<file path="src/rtl/mdw_pkg.sv">
`timescale 1ns / 1ps
// ----------------------------------------------------------------------------
// mdw_pkg: shared definitions of the deadline watchdog
// action and status codes, field widths and the controller/datapath links
// ----------------------------------------------------------------------------
package mdw_pkg;

  // default table size
  localparam int NUM_SLOTS_DEF = 16;

  // field widths
  localparam int ACTION_W = 2;
  localparam int DELAY_W  = 16;
  localparam int HANDLE_W = 4;
  localparam int STATUS_W = 2;
  localparam int SLOT_W   = 4;
  localparam int COUNT_W  = 5;
  localparam int TIME_W   = 32;

  // action codes
  localparam logic [ACTION_W-1:0] ACT_TICK   = 2'd0;
  localparam logic [ACTION_W-1:0] ACT_SUBMIT = 2'd1;
  localparam logic [ACTION_W-1:0] ACT_CLEAR  = 2'd2;

  // status codes
  localparam logic [STATUS_W-1:0] ST_OK         = 2'd0;
  localparam logic [STATUS_W-1:0] ST_FULL       = 2'd1;
  localparam logic [STATUS_W-1:0] ST_NOT_ACTIVE = 2'd2;

  // commands from the controller to the datapath
  typedef struct packed {
    logic load;    // capture the input word and clear scan accumulators
    logic apply;   // tick the clock or free a slot
    logic scan;    // visit one slot
    logic finish;  // arm a submitted slot and register the result
  } mdw_cmd_t;

  // status from the datapath to the controller
  typedef struct packed {
    logic scan_last;  // the slot being visited is the last one
  } mdw_stat_t;

endpackage

</file>
<file path="src/rtl/mdw_ctrl.sv">
`timescale 1ns / 1ps
// ----------------------------------------------------------------------------
// mdw_ctrl: item sequencer
// steps each word through apply, slot scan, drain and finish
// ----------------------------------------------------------------------------
module mdw_ctrl
  import mdw_pkg::*;
(
  input  logic      clk,
  input  logic      rst,
  input  logic      start,
  input  mdw_stat_t stat,
  output mdw_cmd_t  cmd,
  output logic      busy,
  output logic      done
);

  typedef enum logic [2:0] {
    S_IDLE,
    S_APPLY,
    S_SCAN,
    S_DRAIN,
    S_FINISH
  } state_t;

  state_t state;

  always_comb begin
    cmd.load   = (state == S_IDLE) && start;
    cmd.apply  = (state == S_APPLY);
    cmd.scan   = (state == S_SCAN);
    cmd.finish = (state == S_FINISH);
  end

  always_ff @(posedge clk) begin
    if (rst) begin
      state <= S_IDLE;
      busy  <= 1'b0;
      done  <= 1'b0;
    end else begin
      done <= 1'b0;
      case (state)
        S_IDLE: begin
          if (start) begin
            busy  <= 1'b1;
            state <= S_APPLY;
          end
        end
        S_APPLY: begin
          state <= S_SCAN;
        end
        S_SCAN: begin
          if (stat.scan_last) begin
            state <= S_DRAIN;
          end
        end
        S_DRAIN: begin
          state <= S_FINISH;
        end
        S_FINISH: begin
          busy  <= 1'b0;
          done  <= 1'b1;
          state <= S_IDLE;
        end
        default: begin
          busy  <= 1'b0;
          state <= S_IDLE;
        end
      endcase
    end
  end

endmodule

</file>
<file path="src/rtl/mdw_datapath.sv">
`timescale 1ns / 1ps
// ----------------------------------------------------------------------------
// mdw_datapath: clock, deadline table and scan
// seconds counter, deadline memory, armed bits, scan accumulators, result
// ----------------------------------------------------------------------------
module mdw_datapath
  import mdw_pkg::*;
#(
  parameter int NUM_SLOTS = NUM_SLOTS_DEF
) (
  input  logic                clk,
  input  logic                rst,
  input  mdw_cmd_t            cmd,
  output mdw_stat_t           stat,
  input  logic [ACTION_W-1:0] action,
  input  logic [DELAY_W-1:0]  delay_seconds,
  input  logic [HANDLE_W-1:0] slot_handle,
  output logic [STATUS_W-1:0] status,
  output logic [SLOT_W-1:0]   assigned_slot,
  output logic [COUNT_W-1:0]  active_count,
  output logic                expired
);

  localparam int IDX_W = (NUM_SLOTS > 1) ? $clog2(NUM_SLOTS) : 1;
  localparam int CNT_W = $clog2(NUM_SLOTS + 1);

  // captured word
  logic [ACTION_W-1:0] act_q;
  logic [DELAY_W-1:0]  delay_q;
  logic [HANDLE_W-1:0] handle_q;
  logic [STATUS_W-1:0] status_q;

  logic [TIME_W-1:0]    now_seconds;
  logic [TIME_W-1:0]    slot_deadline [NUM_SLOTS];
  logic [NUM_SLOTS-1:0] slot_active;

  // scan state
  logic [IDX_W-1:0]  scan_idx;
  logic              s1_valid;
  logic              s1_active;
  logic [TIME_W-1:0] rd_data;
  logic [CNT_W-1:0]  cnt;
  logic              due;
  logic              found;
  logic [IDX_W-1:0]  free_idx;

  logic              handle_ok;
  logic [IDX_W-1:0]  handle_idx;
  logic [TIME_W-1:0] diff;
  logic [TIME_W-1:0] new_deadline;

  assign handle_ok      = 32'(handle_q) < NUM_SLOTS;
  assign handle_idx     = IDX_W'(handle_q);
  assign diff           = now_seconds - rd_data;
  assign new_deadline   = now_seconds + TIME_W'(delay_q);
  assign stat.scan_last = (scan_idx == IDX_W'(NUM_SLOTS - 1));

  // deadline memory: one write port, one registered read port
  always_ff @(posedge clk) begin
    if (cmd.scan) begin
      rd_data <= slot_deadline[scan_idx];
    end
    if (cmd.finish && (act_q == ACT_SUBMIT) && found) begin
      slot_deadline[free_idx] <= new_deadline;
    end
  end

  // word capture and scan accumulators
  always_ff @(posedge clk) begin
    if (rst) begin
      s1_valid <= 1'b0;
      scan_idx <= '0;
      found    <= 1'b0;
      due      <= 1'b0;
      cnt      <= '0;
    end else begin
      s1_valid <= cmd.scan;
      if (cmd.load) begin
        act_q    <= action;
        delay_q  <= delay_seconds;
        handle_q <= slot_handle;
        scan_idx <= '0;
        found    <= 1'b0;
        due      <= 1'b0;
        cnt      <= '0;
        free_idx <= '0;
      end
      if (cmd.scan) begin
        s1_active <= slot_active[scan_idx];
        scan_idx  <= scan_idx + IDX_W'(1);
        if (!found && !slot_active[scan_idx]) begin
          found    <= 1'b1;
          free_idx <= scan_idx;
        end
      end
      // deadline of the previous slot arrives in the cycle after its read
      if (s1_valid && s1_active) begin
        cnt <= cnt + CNT_W'(1);
        if (!diff[TIME_W-1]) begin
          due <= 1'b1;
        end
      end
    end
  end

  // clock, armed bits, sticky latch and result registers
  always_ff @(posedge clk) begin
    if (rst) begin
      now_seconds <= '0;
      slot_active <= '0;
      expired     <= 1'b0;
    end else begin
      if (cmd.load) begin
        status_q <= ST_OK;
      end
      if (cmd.apply) begin
        if (act_q == ACT_TICK) begin
          now_seconds <= now_seconds + TIME_W'(1);
        end else if (act_q == ACT_CLEAR) begin
          if (handle_ok && slot_active[handle_idx]) begin
            slot_active[handle_idx] <= 1'b0;
          end else begin
            status_q <= ST_NOT_ACTIVE;
          end
        end
      end
      if (cmd.finish) begin
        if ((act_q == ACT_SUBMIT) && found) begin
          slot_active[free_idx] <= 1'b1;
          status        <= ST_OK;
          assigned_slot <= SLOT_W'(free_idx);
          active_count  <= COUNT_W'(cnt + CNT_W'(1));
          // a zero delay is due at once
          expired       <= expired | due | (delay_q == '0);
        end else begin
          status        <= (act_q == ACT_SUBMIT) ? ST_FULL : status_q;
          assigned_slot <= '0;
          active_count  <= COUNT_W'(cnt);
          expired       <= expired | due;
        end
      end
    end
  end

endmodule

</file>
<file path="src/rtl/multi_deadline_watchdog.sv">
`timescale 1ns / 1ps
// ----------------------------------------------------------------------------
// multi_deadline_watchdog: multi-slot deadline watchdog
// seconds counter plus a table of armed deadlines with a sticky expiry flag
// ----------------------------------------------------------------------------
//
//  channel  handshake            ports
//  -------  -------------------  ------------------------------------------
//  input    start & !busy        action, delay_seconds, slot_handle
//  result   done (one cycle)     status, assigned_slot, active_count, expired
//
//  a word passes from accept to done through the apply state, the scan state,
//  which visits the slots in turn through the single read port of the
//  deadline memory, the drain state for the registered read and the finish
//  state. a new word may be accepted in the cycle that done is high.
//  rst is synchronous; it zeroes the seconds counter, the armed bits and the
//  expired flag. the deadline memory is not cleared, only armed slots are used.
//  the receiver cannot stall: each result is valid for the single done cycle.
//
module multi_deadline_watchdog
  import mdw_pkg::*;
#(
  parameter int NUM_SLOTS = NUM_SLOTS_DEF
) (
  input  logic                clk,
  input  logic                rst,
  // input word
  input  logic                start,
  output logic                busy,
  input  logic [ACTION_W-1:0] action,
  input  logic [DELAY_W-1:0]  delay_seconds,
  input  logic [HANDLE_W-1:0] slot_handle,
  // result word
  output logic                done,
  output logic [STATUS_W-1:0] status,
  output logic [SLOT_W-1:0]   assigned_slot,
  output logic [COUNT_W-1:0]  active_count,
  output logic                expired
);

  mdw_cmd_t  cmd;
  mdw_stat_t stat;

  // sequencer: idle, apply, scan, drain, finish
  mdw_ctrl u_ctrl (
    .clk   (clk),
    .rst   (rst),
    .start (start),
    .stat  (stat),
    .cmd   (cmd),
    .busy  (busy),
    .done  (done)
  );

  // counter, deadline table, scan and result registers
  mdw_datapath #(
    .NUM_SLOTS (NUM_SLOTS)
  ) u_datapath (
    .clk           (clk),
    .rst           (rst),
    .cmd           (cmd),
    .stat          (stat),
    .action        (action),
    .delay_seconds (delay_seconds),
    .slot_handle   (slot_handle),
    .status        (status),
    .assigned_slot (assigned_slot),
    .active_count  (active_count),
    .expired       (expired)
  );

endmodule
</file>
<file path="config.mk">
export PLATFORM = sky130hd
export DESIGN_NAME = multi_deadline_watchdog
export DESIGN_NICKNAME = d
export VERILOG_FILES = /design/src/rtl/mdw_pkg.sv /design/src/rtl/mdw_ctrl.sv /design/src/rtl/mdw_datapath.sv /design/src/rtl/multi_deadline_watchdog.sv
export SDC_FILE = /design/constraint.sdc
export NUM_CORES = 1
export LEC_CHECK = 0
export ABC_AREA = 1
export BUFFER_PORTS_ARGS = -buffer_cell sky130_fd_sc_hd__buf_2
export CORE_AREA = 3 3 167 290
export DETAILED_ROUTE_END_ITERATION = 10
export DIE_AREA = 0 0 170 293
export PLACE_DENSITY = 0.77
export SYNTH_ARGS = -nofsm -noshare
export SYNTH_HDL_FRONTEND = slang
export SYNTH_SLANG_ARGS = --single-unit
</file>
<file path="constraint.sdc">
create_clock -name clk -period 3.86 [get_ports clk]
set_input_delay 0.386 -clock clk [delete_from_list [all_inputs] [get_ports clk]]
set_output_delay 0.386 -clock clk [all_outputs]
set_load 0.01 [all_outputs]
</file>
* After elaboration in Yosys (flattened, before gate mapping) *
Memories as Yosys holds them, arrays and structs flattened. A register that Yosys moved wholly into a read port is not among the register bits.
Index checks and enable logic that the tools add are counted.

cells by class
  $add $sub $neg = 5
  $mul = 0
  divide/modulo/power cells = 0
  order comparisons = 5
  eq/ne operators = 9
  shift operators = 0
  multiplexer cells = 44
  bitwise gates (word level) = 7
  reductions and logical operators = 23

operator list
  cell                   count
  $mux 16                7
  $add 32x1->32 const B  1
  $add 32x16->32         1
  $sub 32x32->32         1
  $mux 4                 5
  $and 16x16->16         1
  $logic_not 16->1       1
  $mux 1                 16
  $not 16->16            1
  $or 16x16->16          1
  $lt 4x5->1 const B     3
  $mux 5                 3
  $pmux 3 s4             1
  $reduce_and 2->1       6
  $mux 2                 5
  $bmux 1 s4             2
  $demux 1 s4            2
  $ge 4x1->1 const B     2
  $logic_and 1x1->1      8
  $eq 3x2->1 const B     2
  $mux 3                 2
  $add 5x1->5 const B    1
  $add 4x1->4 const B    1
  $eq 4x4->1 const B     1
  14 further kinds       19

storage, ports and cells
  bits in registers = 106
  latch bits = 0
  memory bits (writable) = 512
  bits in read-only memories = 0
  bits of input ports = 25
  output and inout port bits = 14
  logic and storage cells = 115
  memories kept = 1

memories
  memory                    words  width  rd ports  clocked after Yosys merged registers in  wr ports  RTL line            RTL
  u_datapath.slot_deadline  16     32     1         1                                        1         mdw_datapath.sv:34  logic [TIME_W-1:0] slot_deadline [NUM_SLOTS];

* Depth between registers and ports, before layout *
Gate-level depths: netlist (run 1).

  word-level depth = 14
  gate-level depth with buffers = 15
  mapped depth without buffers = 15

* Hierarchy *
A second synthesis (run 1) with hierarchy kept.

unflattened totals
  cells, all modules = 2381
  area total of the unflattened synthesis = 27420.0 um^2

modules (own cells, without submodules)
  module        instances  cells each  area an instance (um^2)  sequential area each (um^2)
  mdw_datapath  1          2351        27194.8                  18758.0
  mdw_ctrl      1          30          225.2                    100.1

* Worst setup path before layout (run 1) *
No wires, ideal clock.

  path kind = register to register
  start = register u_datapath.act_q[1]
  end = memory u_datapath.slot_deadline[13][0], enable pin
  library setup time = 423 ps
  data arrival time = 2352 ps
  required time = 3437 ps
  path slack = 1086 ps
  stages on the path, launching flop included = 6
  path buffers = 0
  clock period less this slack = 2774 ps
  cells stage by stage = edfxtp_1 > nor2_1 > nand2_1 > nor4_1 > inv_1 > nor2_1

on the way
  cells in the longest elaborated chain, start to end = 5

ends and longest elaborated chain
  item                             RTL line            RTL
  start: declaration               mdw_datapath.sv:28  logic [ACTION_W-1:0] act_q;
  start signal: assignment         mdw_datapath.sv:79  act_q <= action;
  $eq 2x1->1                       mdw_datapath.sv:63  if (cmd.finish && (act_q == ACT_SUBMIT) && found) begin
  $logic_and 1x1->1 (2 in series)  mdw_datapath.sv:63
  $mux 1                           mdw_datapath.sv:63
  $mux 1 (implied by the code)     mdw_datapath.sv:64  slot_deadline[free_idx] <= new_deadline;
  end: declaration                 mdw_datapath.sv:34

No other way between the ends.

* Final worst setup path (run 1) *
  start = register u_datapath.delay_q[0]
  end = memory u_datapath.slot_deadline[4][26] (data pin)

on the way
  cells in the longest elaborated chain, start to end = 1

ends and longest elaborated chain
  item                                   RTL line            RTL
  start: declaration                     mdw_datapath.sv:29  logic [DELAY_W-1:0] delay_q;
  start signal: assignment               mdw_datapath.sv:80  delay_q <= delay_seconds;
  $add 32x16->32                         mdw_datapath.sv:55  assign new_deadline = now_seconds + TIME_W'(delay_q);
  named net u_datapath.new_deadline[26]  mdw_datapath.sv:50  logic [TIME_W-1:0] new_deadline;

The timed path passes the listed nets, and every way through them passes these cells.

==> flow_summary.yaml, run 1 <==
setup_path:
  crit_fanout: 16
  path_buf_inv: 1
  cp_data_arrival_time_ns: 3.49
  crit_top_cell: "nand2_1"
  crit_required_ns: 4.11
  crit_path_end_kind: "flop"
  crit_slowest_cell: "xor2_1"
  cp_top_family: "XOR/XNOR gates"
  rr_worst_depth: 10
  reg2reg_slack_ns: 0.62
  cpPeakStageDelay_ns: 0.89
  cp_cell_sequence: "ha_1, fa_1, nand3_1, nand2_1, a21oi_1, buf_4, o21bai_1, nand2_1, o21ai_1, xor2_1"
  worst_setup_path_start_kind: "flop"
  r2r_end: "u_datapath.slot_deadline[4][26]"
  critPathKind: "flop to flop"
  reg2reg_from: "u_datapath.delay_q[0]"
power_and_ir_drop:
  p_total_mw: 13.9
  vdd_drop_max_uv: 379
  power.leakage_nw: 11.0
  powerDensity_nw_per_um2: 452
run:
  max-cap-violations: 0
cts:
  clk_pin_slew_ns: 0.07
  cts-root-buf: "clkbuf_16"
  post_cts_resized: 0
  cts_tree: "done"
  htree_levels: 2
  clk_path_buf_depth: 3
  cts.sinks: 650
  cts_hold_buf: 20
  cts_buffers: 54
  post_cts_buffers: 0
  clk_latency_ns: 0.60
die:
  rows: 104
  start_util_pct: 59.6
  die_area_um2: 49800
  placeableCoreArea_um2: 46300
  die_y_um: 293
  die_x_um: 170
  ios: 39
hold_path:
  hold_end: "u_datapath.delay_q[7]"
  min_from: "delay_seconds[7]"
  hold_path_depth: 1
  hold_class: "primary input to flop"
run_status:
  status: "complete, no violations"
placed_design:
  dp.cells: 2989
  gp_congestion: 0.988
  place_hpwl_um: 49300
  dpl_worst_slack_ns: 0.647
  place_area_um2: 28800
  port_buffers: 38
timing:
  setup_tns_ns: 0
  rsz0062_at_grt: "false"
  whs_ns: 0.0636
  finalSetupViolations: 0
  worst_pin_slew_ns: 1.12
  fin_crit_ns: 3.24
  fmax_mhz: 308
  skew_ns: 0.0147
  hold_violations: 0
  final.setup.worst_slack_ns: 0.617
  drv_slew: 0
  maxSlewHeadroom_pct: 24.6
  finalCritPeriodShare_pct: 84.0
final_layout:
  seqCellArea_um2: 18900
  drive_gt1_share_pct: 9.66
  stdcell_count: 3113
  multi_input_area_um2: 7770
  final_cell_area_um2: 30800
  nNetsFinal: 2557
  fin_util_pct: 66.4
  syn2layout_area_growth_pct: 11.4
  fillCellCount: 3269
synth:
  synth_cell_types: 51
  syn_avg_cell_area_um2: 11.5
  synth_cells: 2409
  synth_seq_cells: 650
  yosys.area.top_type: "edfxtp_1"
  synthFlopType: "edfxtp_1"
  ys_top_cells_by_count: "edfxtp_1 (584), nand2_1 (433), nor2_1 (267)"
  synth_top_area_share_pct: 63.5
  synth_area_leaders: "edfxtp_1 (64%), nand2_1 (5.9%), dfxtp_1 (4.8%)"
  synth.yosys.warnings: 0
  synth_edf_count: 584
  yosysMostFrequentCell: "edfxtp_1"
  ys_seq_area_share_pct: 68.3
  async_flop_share_pct: 0
  syn_nets: 2484
  syn_area_um2: 27600
global_routing:
  grt_use_total_pct: 30.8
  grt_pass1_wl_um: 115000
  grt_max_degree: 202
  grt_pass1_vias: 19700
  grt_overflow: 0
  antenna_found_initial: 3
routing:
  drt_pass1_iterations: 7
  wirelength_um: 77000
  ant_nets: 0
  drt-initial-drc-count: 2090
  drc: 0
  via_count: 19600
  wl_per_cell_um: 24.7
  vias_per_cell: 6.29
-- where the power goes --
part / switching (mW) / total (mW) / leakage [nW] / internal (mW)
clock: 2.51 / 5.45 / 0.859 / 2.94
sequential: 0.0365 / 7.71 / 5.72 / 7.68
combinational: 0.561 / 0.749 / 4.46 / 0.189
total: 3.11 / 13.9 / 11.0 / 10.8
-- worst max path at each step --
stage	from	end	slack, ns	cells after the start
after detailed placement	u_datapath.delay_q[0]	u_datapath.slot_deadline[0][26]	0.65	10
after CTS	u_datapath.delay_q[0]	u_datapath.slot_deadline[4][26]	0.61	10
after global routing	u_datapath.delay_q[0]	u_datapath.slot_deadline[11][26]	0.42	10
final	u_datapath.delay_q[0]	u_datapath.slot_deadline[4][26]	0.62	10
after global placement	u_datapath.delay_q[0]	u_datapath.slot_deadline[5][26]	0.75	10
after floorplan	u_datapath.act_q[1]	u_datapath.slot_deadline[13][0]	1.09	5
-- placed cells by master, fill, tap and decap left out, drive strengths merged, types with 64 or more instances in the layout --
cell / synthesis / layout
nand2: 435 / 435
nand3: 86 / 86
o21ai: 225 / 225
inv: 165 / 169
nor2: 274 / 274
edfxtp: 584 / 584
dfxtp: 66 / 66
clkbuf: 60 / 64
buf: 52 / 109
a21oi: 154 / 154
-- logic make-up (layout without fill, tap and decap cells) --
| group | after synthesis | after routing | synth area share (%) |
|---|---|---|---|
| buffers and inverters | 279 | 397 | 4.11 |
| AOI/OAI and AO/OA | 520 | 520 | 10.8 |
| and+or+nand+nor | 868 | 868 | 13.1 |
| other | 0 | 3 | 0 |
| adders and majority gates | 50 | 50 | 2.29 |
| DFF | 650 | 650 | 68.3 |
| xor gates and xnor gates | 42 | 42 | 1.33 |
-- flip-flops by register name, indices dropped and copies added, names as in the netlist, 2 cells and up --
name,flops
u_datapath.slot_deadline,512
u_datapath.now_seconds,32
u_datapath.rd_data,32
u_datapath.delay_q,16
u_datapath.slot_active,16
u_datapath.active_count,5
u_datapath.cnt,5
u_datapath.assigned_slot,4
u_datapath.free_idx,4
u_datapath.handle_idx,4
u_datapath.scan_idx,4
u_ctrl.state,3
u_datapath.act_q,2
u_datapath.status,2
u_datapath.status_q,2
-- final cells by class --
class	instances	area share [%]
sequential	650	61.3
multi-input combinational	1480	25.3
clock buffer	64	4.52
timing repair buffer	129	3.25
tap	583	2.37
inverter	167	2.07
clock inverter	37	1.17
antenna	3	0.0244
-- routing by layer --
layer  track usage [%]  wire length, um
met5                 0                0
met3              5.48             6350
met1              35.6            26300
met2              53.9            39600
met4              17.5             4770
No activity file was read; power rests on OpenSTA's default activity.
==> run 2, diff against run 1 <==
Settings changed: CORE_AREA 3 3 167 290 to 3 3 171 298, DIE_AREA 0 0 170 293 to 0 0 174 301, PLACE_DENSITY 0.77 to 0.76.
Clock period 3.86 ns to 2.97 ns, I/O delays scaled along.
==> run 2 against run 1 <==
Effect of this change: fmax is 17% higher; die area is 5.1% higher; via count up 2.3%; flip-flop and latch count unchanged; critical path type unchanged; largest cell class unchanged; largest power group unchanged.
==> flow_summary.yaml, run 2 (same netlist as run 1, synthesis figures left out) <==
setup_path:
  cp_cell_sequence: "ha_1, fa_1, nand3_1, nand2_1, buf_4, a21oi_1, buf_4, inv_1, a21oi_1, xnor2_2"
  rr_worst_depth: 10
  crit_required_ns: 3.25
  r2r_end: "u_datapath.slot_deadline[3][12]"
  reg2reg_from: "u_datapath.delay_q[0]"
  critPathKind: "flop to flop"
  cpPeakStageDelay_ns: 0.41
  cp_data_arrival_time_ns: 3.05
  cp_top_family: "adder cells"
  path_buf_inv: 3
  reg2reg_slack_ns: 0.20
  crit_fanout: 16
  crit_slowest_cell: "edfxtp_1"
  crit_path_end_kind: "flop"
  worst_setup_path_start_kind: "flop"
die:
  die_x_um: 174
  die_area_um2: 52400
  ios: 39
  start_util_pct: 56.6
  die_y_um: 301
  placeableCoreArea_um2: 48700
  rows: 107
cts:
  cts_tree: "done"
  htree_levels: 2
  cts.sinks: 650
  clk_pin_slew_ns: 0.07
  cts_buffers: 52
  clk_path_buf_depth: 3
  cts-root-buf: "clkbuf_16"
  clk_latency_ns: 0.60
final_layout:
  multi_input_area_um2: 7800
  syn2layout_area_growth_pct: 13.8
  final_common_cell: "edfxtp_1"
  drive_gt1_share_pct: 10.8
  final_cell_mix: "edfxtp_1 (584), nand2_1 (430), nor2_1 (250)"
  regMostFlops: "u_datapath.slot_deadline"
  largestRegisters: "u_datapath.slot_deadline x512, u_datapath.now_seconds x32, u_datapath.rd_data x32"
  fillCellCount: 3572
  largest_register_ffs: 512
  final_cell_area_um2: 31400
  seqCellArea_um2: 18900
  nNetsFinal: 2588
hold_path:
  hold_class: "primary input to flop"
  hold_end: "u_ctrl.state[0]"
  min_from: "start"
  hold_path_depth: 3
routing:
  wirelength_um: 80400
  wl_per_cell_um: 25.0
  vias_per_cell: 6.24
  drc: 0
  drt-initial-drc-count: 2632
  drt_pass1_iterations: 6
  ant_nets: 0
  via_count: 20000
global_routing:
  grt_overflow: 0
  grt_pass1_wl_um: 120000
  grt_pass1_vias: 19800
  grt_max_degree: 93
  grt_use_total_pct: 30.4
  antenna_found_initial: 3
timing:
  worst_pin_slew_ns: 0.955
  fin_crit_ns: 2.77
  fmax_mhz: 361
  drv_slew: 0
  finalCritPeriodShare_pct: 93.1
  setup_tns_ns: 0
  rsz0062_at_grt: "false"
  skew_ns: 0.0309
  maxSlewHeadroom_pct: 36.1
  finalSetupViolations: 0
  hold_violations: 0
power_and_ir_drop:
  power.leakage_nw: 11.3
  vdd_drop_max_uv: 398
  powerDensity_nw_per_um2: 577
placed_design:
  port_buffers: 38
  place_hpwl_um: 49500
  place_area_um2: 29400
  gp_congestion: 1.02
run_status:
  status: "complete, no violations"
run:
  max-cap-violations: 0
-- run 2: cell types whose count changed in the layout (fill, tap and decap cells not counted), moves of 2 or more --
cell	previous run	this run
xor2_1	26	22
buf_12	6	29
clkinv_2	14	9
buf_4	65	73
clkbuf_1	10	13
dlygate4sd3_1	20	22
clkinv_1	12	10
xor2_2	1	5
clkinv_8	0	2
-- run 2: worst reg2reg max path, delay by kind of cell (launching register included) --
family	cells	cell delay, ns
adders and majority gates	2	0.64
AOI/OAI and AO/OA	2	0.50
DFF	1	0.41
buffers and inverters	3	0.36
xor gates and xnor gates	1	0.32
and+or+nand+nor	2	0.20
-- run 2: routing by layer --
layer	up-vias	global-route usage [%]	share of wire (%)
met4	2	17.6	6.3
met3	311	3.86	8.2
met1	9700	35.8	34
met5	-	0	0.017
met2	1200	53.6	51
li1	8818	-	-
-- run 2: power breakdown --
group	total [mW]	switching [mW]	internal, mW
clock network	7.11	3.21	3.90
logic	0.964	0.697	0.267
registers	10.0	0.0521	9.97
total	18.1	3.96	14.1
-- run 2: how the worst max path moves through the flow --
stage | start | endpoint | slack, ns | cells past startpoint
floorplan | u_datapath.act_q[1] | u_datapath.slot_deadline[13][0] | 0.20 | 5
global placement | u_datapath.delay_q[0] | u_datapath.slot_deadline[3][26] | 0.13 | 10
detailed placement | u_datapath.delay_q[0] | u_datapath.slot_deadline[8][30] | 0.01 | 9
CTS | u_datapath.delay_q[0] | u_datapath.slot_deadline[15][26] | 0.003 | 10
global route | u_datapath.delay_q[0] | u_datapath.slot_deadline[1][26] | 0.08 | 10
finish | u_datapath.delay_q[0] | u_datapath.slot_deadline[3][12] | 0.20 | 10
-- run 2: layout make-up --
type,count,area share (%)
Clock buffer,68,4.50
Clock inverter,29,1.02
Inverter,167,2.03
Tap cell,654,2.61
Sequential cell,650,60.1
Antenna cell,2,0.0159
Multi-Input combinational cell,1480,24.8
Timing Repair Buffer,162,4.90
-- run 2: through the flow --
stage                     total power [mW]  setup WS (ns)  utilization, %  cells  hold WS, ns
after floorplan                       10.8          0.196               -   2409        0.396
after global placement                11.1          0.128            60.3   3091        0.454
after detailed placement              11.1         0.0147            60.3   3091        0.466
after CTS                             18.1        0.00275            64.3   3210       0.0391
after global routing                  18.6         0.0775            64.4   3210       0.0477
final                                 18.1          0.204            64.4   3212       0.0590
-- run 2: repair_timing --
| item | 4_1_cts | 5_1_grt |
|---|---|---|
| resized for setup | 1 | 8 |
| hold buffers | 22 | 0 |
| setup endpoints to repair | 16 | 112 |
| endpoints found under the hold margin | 22 | 0 |
| cloned | 0 | 0 |
| setup buffers | 0 | 0 |
